### config.mk
export PLATFORM = sky130hd
export DESIGN_NAME = weighted_priority_task_queue_core
export DESIGN_NICKNAME = d
export VERILOG_FILES = /design/src/design/wpq_pkg.sv /design/src/design/weighted_priority_task_queue_core.sv /design/src/design/wpq_ram.sv
export SDC_FILE = /design/constraint.sdc
export NUM_CORES = 2
export LEC_CHECK = 0
export BUFFER_PORTS_ARGS = -buffer_cell sky130_fd_sc_hd__buf_2
export CORE_ASPECT_RATIO = 0.75
export CORE_UTILIZATION = 28
export CTS_CLUSTER_DIAMETER = 100
export DETAILED_ROUTE_END_ITERATION = 10
export PLACE_DENSITY_LB_ADDON = 0.12
export SETUP_SLACK_MARGIN = 0.05
export SLEW_MARGIN = 15
export SYNTH_ARGS = -nofsm -noshare
export SYNTH_HDL_FRONTEND = slang
export SYNTH_HIERARCHICAL = 1
export SYNTH_SLANG_ARGS = --single-unit
export TNS_END_PERCENT = 30
### constraint.sdc
create_clock -name clk -period 10.6 [get_ports clk]
set_clock_uncertainty 0.05 [all_clocks]
set_input_delay 2.12 -clock clk [delete_from_list [all_inputs] [get_ports clk]]
set_output_delay 2.12 -clock clk [all_outputs]
set_load 0.005 [all_outputs]
### src/design/wpq_pkg.sv
// ----------------------------------------------------------------------------
// wpq_pkg: shared types and constants of the weighted priority task queue
// Item structs, operation and status codes, class codes and the slot table.
// ----------------------------------------------------------------------------
`default_nettype none

package wpq_pkg;

    // defaults for the top level parameters
    localparam int QUEUE_DEPTH_DEF = 16;
    localparam int MAX_BUSY_DEF    = 63;

    // configuration port
    localparam int CFG_INDEX_W = 1;
    localparam int CFG_DATA_W  = 5;
    localparam logic [CFG_INDEX_W-1:0] CFG_QUEUE_LIMIT = 1'd0;
    localparam logic [CFG_INDEX_W-1:0] CFG_ACCEPTING   = 1'd1;
    localparam logic [CFG_DATA_W-1:0]  LIMIT_RESET     = 5'd16;

    // field widths fixed by the interface
    localparam int HANDLE_W = 32;
    localparam int SEQ_W    = 32;
    localparam int QCOUNT_W = 5;
    localparam int BCOUNT_W = 6;

    // operation codes
    localparam logic [1:0] KIND_PUSH     = 2'd0;
    localparam logic [1:0] KIND_POP      = 2'd1;
    localparam logic [1:0] KIND_COMPLETE = 2'd2;
    localparam logic [1:0] KIND_FLUSH    = 2'd3;

    // status codes
    localparam logic [2:0] STATUS_OK        = 3'd0;
    localparam logic [2:0] STATUS_REJ_FULL  = 3'd1;
    localparam logic [2:0] STATUS_HELD_FULL = 3'd2;
    localparam logic [2:0] STATUS_CLOSED    = 3'd3;
    localparam logic [2:0] STATUS_EMPTY     = 3'd4;

    // priority classes
    localparam int         CLASS_COUNT = 3;
    localparam logic [1:0] CLS_HIGH    = 2'd0;
    localparam logic [1:0] CLS_NORMAL  = 2'd1;
    localparam logic [1:0] CLS_LOW     = 2'd2;

    localparam int         SLOT_COUNT = 7;
    localparam logic [2:0] SLOT_LAST  = 3'd6;

    typedef struct packed {
        logic [1:0]          kind;
        logic [1:0]          task_priority;
        logic [HANDLE_W-1:0] task_handle;
        logic                wait_if_full;
    } in_item_t;

    typedef struct packed {
        logic [2:0]          status;
        logic [HANDLE_W-1:0] granted_handle;
        logic [1:0]          granted_priority;
        logic [SEQ_W-1:0]    granted_sequence;
        logic [QCOUNT_W-1:0] queued_count;
        logic [BCOUNT_W-1:0] busy_count;
        logic                idle;
        logic [QCOUNT_W-1:0] dropped_count;
    } out_item_t;

    // weighted round robin table: four high, two normal, one low
    function automatic logic [1:0] slot_class(input logic [2:0] slot);
        logic [1:0] cls;
        case (slot) inside
            3'd0, 3'd1, 3'd2, 3'd3: cls = CLS_HIGH;
            3'd4, 3'd5:             cls = CLS_NORMAL;
            default:                cls = CLS_LOW;
        endcase
        return cls;
    endfunction

endpackage

`default_nettype wire

### src/design/weighted_priority_task_queue_core.sv
// ----------------------------------------------------------------------------
// weighted_priority_task_queue_core: three-class task queue with weighted pops
// Per-class fifos in one shared ram, weighted round robin pop, busy tracking.
// ----------------------------------------------------------------------------
// The block works on one item at a time. In the accept cycle the class heads,
// tails, fills, slot pointer, sequence and busy counters are updated and the
// class ram is written for an accepted push or read at the head of the chosen
// class for a pop that finds an item; in the done state the result is built
// from the registered ram read data and moves to the output register once that
// register is free. The output register lets the next item be accepted while
// a result still waits there. The ram needs no clearing after reset.
`default_nettype none

module weighted_priority_task_queue_core
    import wpq_pkg::*;
#(
    parameter int QUEUE_DEPTH = QUEUE_DEPTH_DEF,
    parameter int MAX_BUSY    = MAX_BUSY_DEF
) (
    input  wire logic                   clk,
    input  wire logic                   rst_n,
    input  wire logic                   in_valid,
    output logic                        in_stall,
    input  wire in_item_t               in_item,
    output logic                        out_valid,
    input  wire logic                   out_stall,
    output out_item_t                   out_item,
    input  wire logic                   cfg_write,
    input  wire logic [CFG_INDEX_W-1:0] cfg_index,
    input  wire logic [CFG_DATA_W-1:0]  cfg_data
);

    localparam int PTR_W     = (QUEUE_DEPTH > 1) ? $clog2(QUEUE_DEPTH) : 1;
    localparam int FILL_W    = $clog2(QUEUE_DEPTH + 1);
    localparam int SUM_W     = FILL_W + 2;
    localparam int LIM_W     = (FILL_W > CFG_DATA_W) ? FILL_W : CFG_DATA_W;
    localparam int BUSY_W    = $clog2(MAX_BUSY + 1);
    localparam int RAM_DEPTH = CLASS_COUNT * QUEUE_DEPTH;
    localparam int ADDR_W    = $clog2(RAM_DEPTH);
    localparam int WORD_W    = SEQ_W + HANDLE_W;

    localparam logic ST_IDLE = 1'b0;
    localparam logic ST_DONE = 1'b1;

    logic                  state_reg, state_next;
    logic [CFG_DATA_W-1:0] limit_reg;
    logic                  accepting_reg;

    logic [FILL_W-1:0] fill_reg [CLASS_COUNT];
    logic [FILL_W-1:0] fill_next [CLASS_COUNT];
    logic [PTR_W-1:0]  head_reg [CLASS_COUNT];
    logic [PTR_W-1:0]  head_next [CLASS_COUNT];
    logic [PTR_W-1:0]  tail_reg [CLASS_COUNT];
    logic [PTR_W-1:0]  tail_next [CLASS_COUNT];
    logic [2:0]        slot_reg, slot_next;
    logic [SEQ_W-1:0]  seq_reg, seq_next;
    logic [BUSY_W-1:0] busy_reg, busy_next;

    out_item_t res_reg, res_next;
    logic      hit_reg, hit_next;
    out_item_t out_reg, out_next;
    logic      out_valid_reg, out_valid_next;

    logic              accept;
    logic              ram_we;
    logic [ADDR_W-1:0] ram_wr_addr;
    logic [WORD_W-1:0] ram_wr_data;
    logic              ram_re;
    logic [ADDR_W-1:0] ram_rd_addr;
    logic [WORD_W-1:0] ram_rd_data;
    logic              out_load;

    assign accept    = in_valid && !in_stall;
    assign in_stall  = (state_reg != ST_IDLE);
    assign out_load  = (state_reg == ST_DONE) && (!out_valid_reg || !out_stall);
    assign out_valid = out_valid_reg;
    assign out_item  = out_reg;

    wpq_ram #(
        .WIDTH (WORD_W),
        .DEPTH (RAM_DEPTH)
    ) u_class_ram (
        .clk     (clk),
        .wr_en   (ram_we),
        .wr_addr (ram_wr_addr),
        .wr_data (ram_wr_data),
        .rd_en   (ram_re),
        .rd_addr (ram_rd_addr),
        .rd_data (ram_rd_data)
    );

    function automatic logic [ADDR_W-1:0] class_addr(input logic [1:0] cls,
                                                     input logic [PTR_W-1:0] idx);
        logic [ADDR_W-1:0] base;
        case (cls)
            CLS_HIGH:   base = '0;
            CLS_NORMAL: base = ADDR_W'(QUEUE_DEPTH);
            default:    base = ADDR_W'(2 * QUEUE_DEPTH);
        endcase
        return base + ADDR_W'(idx);
    endfunction

    function automatic logic [PTR_W-1:0] ptr_inc(input logic [PTR_W-1:0] p);
        return (p == PTR_W'(QUEUE_DEPTH - 1)) ? '0 : p + 1'b1;
    endfunction

    always_comb
    begin
        logic [1:0]          push_cls;
        logic [1:0]          pop_cls;
        logic [SUM_W-1:0]    total;
        logic [SUM_W-1:0]    total_after;
        logic [LIM_W-1:0]    lim_ext;
        logic [FILL_W-1:0]   eff_limit;
        logic [CLASS_COUNT-1:0] nonempty;
        logic                found;
        logic [2:0]          sel_slot;
        logic [3:0]          slot_sum;
        logic [2:0]          slot;
        logic [PTR_W-1:0]    push_tail;
        logic [PTR_W-1:0]    pop_head;

        push_cls  = (in_item.task_priority > CLS_LOW) ? CLS_LOW : in_item.task_priority;
        total     = SUM_W'(fill_reg[0]) + SUM_W'(fill_reg[1]) + SUM_W'(fill_reg[2]);
        lim_ext   = LIM_W'(limit_reg);
        // zero acts as one, anything above the depth acts as the depth
        if (lim_ext == '0)
        begin
            eff_limit = FILL_W'(1);
        end
        else if (lim_ext > LIM_W'(QUEUE_DEPTH))
        begin
            eff_limit = FILL_W'(QUEUE_DEPTH);
        end
        else
        begin
            eff_limit = FILL_W'(lim_ext);
        end

        for (int c = 0; c < CLASS_COUNT; c++)
        begin
            nonempty[c] = (fill_reg[c] != '0);
        end

        // walk the seven-slot table from the rotating pointer
        found    = 1'b0;
        sel_slot = '0;
        for (int off = 0; off < SLOT_COUNT; off++)
        begin
            slot_sum = {1'b0, slot_reg} + 4'(off);
            slot     = (slot_sum >= 4'(SLOT_COUNT)) ? 3'(slot_sum - 4'(SLOT_COUNT))
                                                    : slot_sum[2:0];
            if (!found && nonempty[slot_class(slot)])
            begin
                found    = 1'b1;
                sel_slot = slot;
            end
        end
        pop_cls = slot_class(sel_slot);

        push_tail = '0;
        pop_head  = '0;
        for (int c = 0; c < CLASS_COUNT; c++)
        begin
            if (2'(c) == push_cls)
            begin
                push_tail = tail_reg[c];
            end
            if (2'(c) == pop_cls)
            begin
                pop_head = head_reg[c];
            end
        end

        fill_next   = fill_reg;
        head_next   = head_reg;
        tail_next   = tail_reg;
        slot_next   = slot_reg;
        seq_next    = seq_reg;
        busy_next   = busy_reg;
        res_next    = res_reg;
        hit_next    = hit_reg;
        ram_we      = 1'b0;
        ram_wr_addr = class_addr(push_cls, push_tail);
        ram_wr_data = {seq_reg, in_item.task_handle};
        ram_re      = 1'b0;
        ram_rd_addr = class_addr(pop_cls, pop_head);

        if (accept)
        begin
            res_next = '0;
            hit_next = 1'b0;
            case (in_item.kind)
                KIND_PUSH:
                begin
                    if (!accepting_reg)
                    begin
                        res_next.status = STATUS_CLOSED;
                    end
                    else if (total >= SUM_W'(eff_limit))
                    begin
                        res_next.status = in_item.wait_if_full ? STATUS_HELD_FULL
                                                               : STATUS_REJ_FULL;
                    end
                    else
                    begin
                        ram_we                    = 1'b1;
                        res_next.granted_sequence = seq_reg;
                        seq_next                  = seq_reg + 1'b1;
                        for (int c = 0; c < CLASS_COUNT; c++)
                        begin
                            if (2'(c) == push_cls)
                            begin
                                tail_next[c] = ptr_inc(tail_reg[c]);
                                fill_next[c] = fill_reg[c] + 1'b1;
                            end
                        end
                    end
                end
                KIND_POP:
                begin
                    if (found)
                    begin
                        ram_re                    = 1'b1;
                        hit_next                  = 1'b1;
                        res_next.granted_priority = pop_cls;
                        slot_next = (sel_slot == SLOT_LAST) ? '0 : sel_slot + 1'b1;
                        if (busy_reg != BUSY_W'(MAX_BUSY))
                        begin
                            busy_next = busy_reg + 1'b1;
                        end
                        for (int c = 0; c < CLASS_COUNT; c++)
                        begin
                            if (2'(c) == pop_cls)
                            begin
                                head_next[c] = ptr_inc(head_reg[c]);
                                fill_next[c] = fill_reg[c] - 1'b1;
                            end
                        end
                    end
                    else
                    begin
                        res_next.status = STATUS_EMPTY;
                    end
                end
                KIND_COMPLETE:
                begin
                    if (busy_reg != '0)
                    begin
                        busy_next = busy_reg - 1'b1;
                    end
                end
                default:
                begin
                    res_next.dropped_count = QCOUNT_W'(total);
                    for (int c = 0; c < CLASS_COUNT; c++)
                    begin
                        head_next[c] = '0;
                        tail_next[c] = '0;
                        fill_next[c] = '0;
                    end
                end
            endcase
            total_after = SUM_W'(fill_next[0]) + SUM_W'(fill_next[1])
                        + SUM_W'(fill_next[2]);
            res_next.queued_count = QCOUNT_W'(total_after);
            res_next.busy_count   = BCOUNT_W'(busy_next);
            res_next.idle         = (total_after == '0) && (busy_next == '0);
        end
        else
        begin
            total_after = total;
        end
    end

    always_comb
    begin
        state_next = state_reg;
        unique case (state_reg)
            ST_IDLE:
            begin
                if (accept)
                begin
                    state_next = ST_DONE;
                end
            end
            ST_DONE:
            begin
                if (out_load)
                begin
                    state_next = ST_IDLE;
                end
            end
            default: state_next = ST_IDLE;
        endcase
    end

    always_comb
    begin
        out_next       = out_reg;
        out_valid_next = out_valid_reg && out_stall;
        if (out_load)
        begin
            out_valid_next = 1'b1;
            out_next       = res_reg;
            // pop data arrives from the registered ram read
            if (hit_reg)
            begin
                out_next.granted_handle   = ram_rd_data[HANDLE_W-1:0];
                out_next.granted_sequence = ram_rd_data[WORD_W-1:HANDLE_W];
            end
        end
    end

    always_ff @(posedge clk or negedge rst_n)
    begin
        if (!rst_n)
        begin
            state_reg     <= ST_IDLE;
            limit_reg     <= LIMIT_RESET;
            accepting_reg <= 1'b1;
            for (int c = 0; c < CLASS_COUNT; c++)
            begin
                fill_reg[c] <= '0;
                head_reg[c] <= '0;
                tail_reg[c] <= '0;
            end
            slot_reg      <= '0;
            seq_reg       <= SEQ_W'(1);
            busy_reg      <= '0;
            hit_reg       <= 1'b0;
            out_valid_reg <= 1'b0;
        end
        else
        begin
            state_reg     <= state_next;
            fill_reg      <= fill_next;
            head_reg      <= head_next;
            tail_reg      <= tail_next;
            slot_reg      <= slot_next;
            seq_reg       <= seq_next;
            busy_reg      <= busy_next;
            hit_reg       <= hit_next;
            out_valid_reg <= out_valid_next;
            if (cfg_write)
            begin
                unique case (cfg_index)
                    CFG_QUEUE_LIMIT: limit_reg     <= cfg_data;
                    CFG_ACCEPTING:   accepting_reg <= cfg_data[0];
                    default:         limit_reg     <= limit_reg;
                endcase
            end
        end
    end

    always_ff @(posedge clk)
    begin
        res_reg <= res_next;
        out_reg <= out_next;
    end

`ifndef SYNTHESIS
    property p_fill_bound;
        @(posedge clk) disable iff (!rst_n)
        (SUM_W'(fill_reg[0]) + SUM_W'(fill_reg[1]) + SUM_W'(fill_reg[2]))
            <= SUM_W'(QUEUE_DEPTH);
    endproperty
    a_fill_bound: assert property (p_fill_bound)
        else $error("queued entries exceed the queue depth");

    a_busy_bound: assert property (@(posedge clk) disable iff (!rst_n)
        busy_reg <= BUSY_W'(MAX_BUSY))
        else $error("busy count above its maximum");

    a_accept_done: assert property (@(posedge clk) disable iff (!rst_n)
        accept |=> (state_reg == ST_DONE))
        else $error("accepted item did not enter the result cycle");

    a_out_from_done: assert property (@(posedge clk) disable iff (!rst_n)
        $rose(out_valid_reg) |-> $past(state_reg == ST_DONE))
        else $error("result appeared without an item in flight");

    a_slot_range: assert property (@(posedge clk) disable iff (!rst_n)
        slot_reg <= SLOT_LAST)
        else $error("slot pointer outside the table");
`endif

endmodule

`default_nettype wire

### src/design/wpq_ram.sv
// ----------------------------------------------------------------------------
// wpq_ram: generic single-clock ram
// One write port and one read port, read data registered with an enable.
// ----------------------------------------------------------------------------
`default_nettype none

module wpq_ram #(
    parameter int WIDTH = 64,
    parameter int DEPTH = 48
) (
    input  wire logic                     clk,
    input  wire logic                     wr_en,
    input  wire logic [$clog2(DEPTH)-1:0] wr_addr,
    input  wire logic [WIDTH-1:0]         wr_data,
    input  wire logic                     rd_en,
    input  wire logic [$clog2(DEPTH)-1:0] rd_addr,
    output logic      [WIDTH-1:0]         rd_data
);

    logic [WIDTH-1:0] mem [DEPTH];

    always_ff @(posedge clk)
    begin
        if (wr_en)
        begin
            mem[wr_addr] <= wr_data;
        end
        if (rd_en)
        begin
            rd_data <= mem[rd_addr];
        end
    end

endmodule

`default_nettype wire
==> results list <==
- Outcome: completed
- u_class_ram/mem holds more flip-flops than any other register.
* Post-DP HPWL: 234500 um
- STA puts the critical path data arrival time at ~9.5 ns.
- Final setup TNS: 0 ns
* Max frequency: between 100 and 150 MHz
- The largest total area in the synthesized netlist belongs to sky130_fd_sc_hd__edfxtp_1.
* Post-layout min period: approximately 8.7 ns
- In this run, synthesis produced a sequential element count of ~3.4k.
- Once the clock tree was built, the resizer swapped 0 gates to a different size.
- The Yosys step of the flow raised 6 warnings.
- Among all cell types in the netlist, the one instantiated most often is sky130_fd_sc_hd__edfxtp_1.
* Residual DRC: 0
- The final route contains slightly below 70k vias.
- Most frequent cells after synthesis: sky130_fd_sc_hd__edfxtp_1, sky130_fd_sc_hd__mux4_2, sky130_fd_sc_hd__mux2i_1, sky130_fd_sc_hd__nand2_1, sky130_fd_sc_hd__clkbuf_1
- Number of enable-type register cells in the synthesized netlist: around 3.3k
- The number of hold-slack violations in the final timing report was 0.
- The floorplan step set the die width to between 700 and 800 um.
- Setup repair after global routing missed its margin: no
* Final core utilization: 32.77%
- Final non-filler cell total: 13.29k
- The cell sitting at the root of the clock tree is a sky130_fd_sc_hd__clkbuf_16.
* Top-area cell type share of the netlist area: between 70% and 80%
* Total setup buffers inserted after CTS: 0
* Critical Path Source Type: register
* Floorplan row count: around 220
- Clock-pin slew on the worst setup and hold paths: 0.07 ns
- Core area: roughly 470000 um^2
- Synth cell types: 90
- The worst register-to-register path begins at slot_reg[0]$_DFFE_PN0P_.
- After the first detailed-routing iteration, the DRC count stood at around 7k.
- Worst hold path cell count: 0
- Seq/Total Area, Yosys: about three quarters
- The path with the worst hold slack has its endpoint at out_item[83]$_DFFE_PP_.
- Entering global routing, the biggest net connects 102 pins.
* Hold Crit Class: register to register
- The tool flagged a number of max-cap violations equal to 0.
* Number of top-level design ports: 136
- In this run the worst path has a maximum fanout of 52.
* Most instantiated flip-flop cell in the synthesis netlist: sky130_fd_sc_hd__edfxtp_1
* HP Start: res_reg[83]$_DFFE_PP_
- Starting utilization of the core area: between 20% and 30%
- Transition at the pin with the smallest max-transition slack: around 1.3 ns
- The clock reaches the later pin of the worst-skew pair after between 1 and 1.5 ns.
- Routability-driven placement congestion ratio: 0.7519
- Netlist Area Pre-Place: approximately 130000 um^2
- Before antenna repair, the detailed router went through 6 iterations.
- After filler insertion, the fill cell instance count of the layout stands at 44.39k.
- The area growth from synthesis to layout is 16.12%.
- Layout cells sized above 1: 24.50%
- Post-layout instance area: approximately 150000 um^2
- For the worst flop-to-flop path, the logic depth is 23.
* Count of hold buffers inserted by post-cts repair: 0
- Summed over all layers, the global routing overflow is 0.
- Cells after Synth: 6335
- The clock tree synthesis step divided the H-tree into 5 levels.
* Net count after synthesis: 6445
* CTS buffer count: 362
* Clock net sink count: 3365
* GRT Util Overall: 17.93%
* Worst flop-to-flop path endpoint: u_class_ram/rd_data[50]$_DFFE_PP_
- Cell Area, Placed: roughly 140000 um^2
- Post-Route WL: ~430000 um
- The worst pin sits at a relative slew slack of between 10% and 20%.
* Synth Area per Inst: between 20 and 25 um^2
- Total Nets Final: 6859
- Final cycle utilization of the critical path: around four fifths
- The critical path in this run is classified as register to register.
* Total Die Area: 474000 um^2
- Number of pins with negative max-slew slack in the final report: 0
* Number of failing setup endpoints in the final timing report: 0
- Number of flip-flops under the largest register name: 3072
* Die boundary height: 596.5 um
* Cell types occupying the most area after synthesis: sky130_fd_sc_hd__edfxtp_1, sky130_fd_sc_hd__mux4_2, sky130_fd_sc_hd__mux2i_1
* Crit end category: register
- For flop-to-flop paths, the worst setup slack is 1.94 ns.
- At the worst endpoint, the required time is 11.42 ns.
* Global-route wire length before repair: 592800 um
- CTS tree: built
- The number of antenna violations at the first check in global routing came to 33.
- In the final routed layout, each cell accounts on average for about 33 um.
- The via count of the first global-routing pass came to 68.50k.
- No sink is reached through more buffers than the 4 on the longest clock path.
- Post-route ant nets: 0
- After detailed placement, the design holds a cell count of 12.63k.
- Dividing the detail-routed via count by the number of cells gives approximately 5.
- Port buffer count: ~140
- Counting flops with an async set or reset pin after synthesis yields a share of 2.645%.
-- area by class of cell --
type | count | area (um^2) | share of cell area [%]
clock buffer | 468 | 9663 | 6.307
multi-input combinational | 2568 | 29800 | 19.45
tap | 6241 | 7809 | 5.097
clock inverter | 187 | 1755 | 1.146
inverter | 54 | 215.2 | 0.1405
timing repair buffer | 398 | 3336 | 2.177
antenna | 10 | 25.02 | 0.01633
sequential | 3365 | 100600 | 65.67
-- how the worst max path moves through the flow --
stage,start,end,slack (ns)
after CTS,slot_reg[0]$_DFFE_PN0P_,u_class_ram/rd_data[0]$_DFFE_PP_,2.05
after floorplan,out_stall,out_item[0]$_DFFE_PP_,1.56
after global placement,slot_reg[1]$_DFFE_PN0P_,u_class_ram/rd_data[50]$_DFFE_PP_,1.97
after detailed placement,slot_reg[0]$_DFFE_PN0P_,u_class_ram/rd_data[42]$_DFFE_PP_,2.08
final,slot_reg[0]$_DFFE_PN0P_,u_class_ram/rd_data[50]$_DFFE_PP_,1.94
after global routing,slot_reg[0]$_DFFE_PN0P_,u_class_ram/rd_data[0]$_DFFE_PP_,1.56
-- kinds of logic after synthesis --
group / Yosys count / synth area share (%)
AOI/OAI and AO/OA: 726 / 3.856
xor gates and xnor gates: 48 / 0.3186
adders and majority gates: 62 / 0.6619
buffers and inverters: 402 / 1.542
DFF: 3365 / 76.25
muxes: 1072 / 14.81
and+or+nand+nor: 660 / 2.559
-- metal layers --
metal | GRT usage [%] | vias to the layer above | part of all wire [%]
met5 | 0 | - | 0.0032
met1 | 27.30 | 38110 | 48
met2 | 27.63 | 2087 | 45
li1 | - | 27400 | -
met4 | 3.299 | 2 | 1.8
met3 | 2.344 | 498 | 5.2
-- cell usage in the layout (no fill, tap or decap), types with 17 or more instances in the layout --
master / netlist / routed
sky130_fd_sc_hd__bufinv_16: 0 / 26
sky130_fd_sc_hd__buf_4: 48 / 210
sky130_fd_sc_hd__clkbuf_1: 169 / 91
sky130_fd_sc_hd__o21ai_0: 79 / 79
sky130_fd_sc_hd__nor2_1: 131 / 83
sky130_fd_sc_hd__o31ai_1: 42 / 42
sky130_fd_sc_hd__clkinv_1: 2 / 82
sky130_fd_sc_hd__nor2_4: 0 / 47
sky130_fd_sc_hd__mux2_2: 41 / 41
sky130_fd_sc_hd__mux2i_1: 330 / 330
sky130_fd_sc_hd__nor3_1: 26 / 24
sky130_fd_sc_hd__edfxtp_1: 3276 / 3276
sky130_fd_sc_hd__or3_1: 33 / 32
sky130_fd_sc_hd__and2_1: 77 / 76
sky130_fd_sc_hd__a211o_1: 35 / 35
sky130_fd_sc_hd__clkbuf_16: 0 / 367
sky130_fd_sc_hd__inv_1: 51 / 49
sky130_fd_sc_hd__o211ai_1: 39 / 39
sky130_fd_sc_hd__a221oi_1: 17 / 17
sky130_fd_sc_hd__ha_1: 49 / 48
sky130_fd_sc_hd__buf_12: 0 / 53
sky130_fd_sc_hd__o221ai_1: 43 / 43
sky130_fd_sc_hd__nand3_1: 49 / 49
sky130_fd_sc_hd__xnor2_1: 35 / 35
sky130_fd_sc_hd__a21oi_1: 114 / 113
sky130_fd_sc_hd__nand2_1: 175 / 174
sky130_fd_sc_hd__a22oi_1: 78 / 78
sky130_fd_sc_hd__a211oi_1: 19 / 19
sky130_fd_sc_hd__o22ai_1: 111 / 111
sky130_fd_sc_hd__dfrtp_1: 86 / 84
sky130_fd_sc_hd__a22o_1: 27 / 27
sky130_fd_sc_hd__buf_2: 66 / 134
sky130_fd_sc_hd__clkinv_2: 0 / 47
sky130_fd_sc_hd__nand4_1: 26 / 26
sky130_fd_sc_hd__mux4_2: 700 / 700
sky130_fd_sc_hd__and3_1: 54 / 53
-- worst max-delay path, cell delays in order (launching register included) --
cell and delay (ns):
sky130_fd_sc_hd__dfrtp_1 0.72, sky130_fd_sc_hd__inv_1 0.23, sky130_fd_sc_hd__ha_1 0.26, sky130_fd_sc_hd__xnor2_1 0.43, sky130_fd_sc_hd__a311oi_1 0.19, sky130_fd_sc_hd__a211o_1 0.35, sky130_fd_sc_hd__o2111a_1 0.20, sky130_fd_sc_hd__nor3_2 0.55
sky130_fd_sc_hd__o22ai_1 0.28, sky130_fd_sc_hd__nor2_1 0.30, sky130_fd_sc_hd__inv_1 0.17, sky130_fd_sc_hd__ha_1 0.31, sky130_fd_sc_hd__inv_1 0.13, sky130_fd_sc_hd__o21ai_0 0.12, sky130_fd_sc_hd__nor2_1 0.20, sky130_fd_sc_hd__o21ai_2 0.16
sky130_fd_sc_hd__inv_6 0.50, sky130_fd_sc_hd__a22o_1 0.25, sky130_fd_sc_hd__a21o_4 0.49, sky130_fd_sc_hd__nor2b_4 0.84, sky130_fd_sc_hd__nand2b_4 0.44, sky130_fd_sc_hd__buf_4 0.45, sky130_fd_sc_hd__o22ai_1 0.44, sky130_fd_sc_hd__a211o_1 0.17
-- through the flow --
step	setup slack, ns	hold slack, ns
floorplan	1.555	0.3503
global placement	1.973	0.3541
detailed placement	2.080	0.3586
CTS	2.048	0.3334
global route	1.555	0.3372
finish	1.939	0.3261
Power is left out: the tool's default activity adds up to more than one toggle a clock period on the data nets, which glitch-free logic cannot reach.
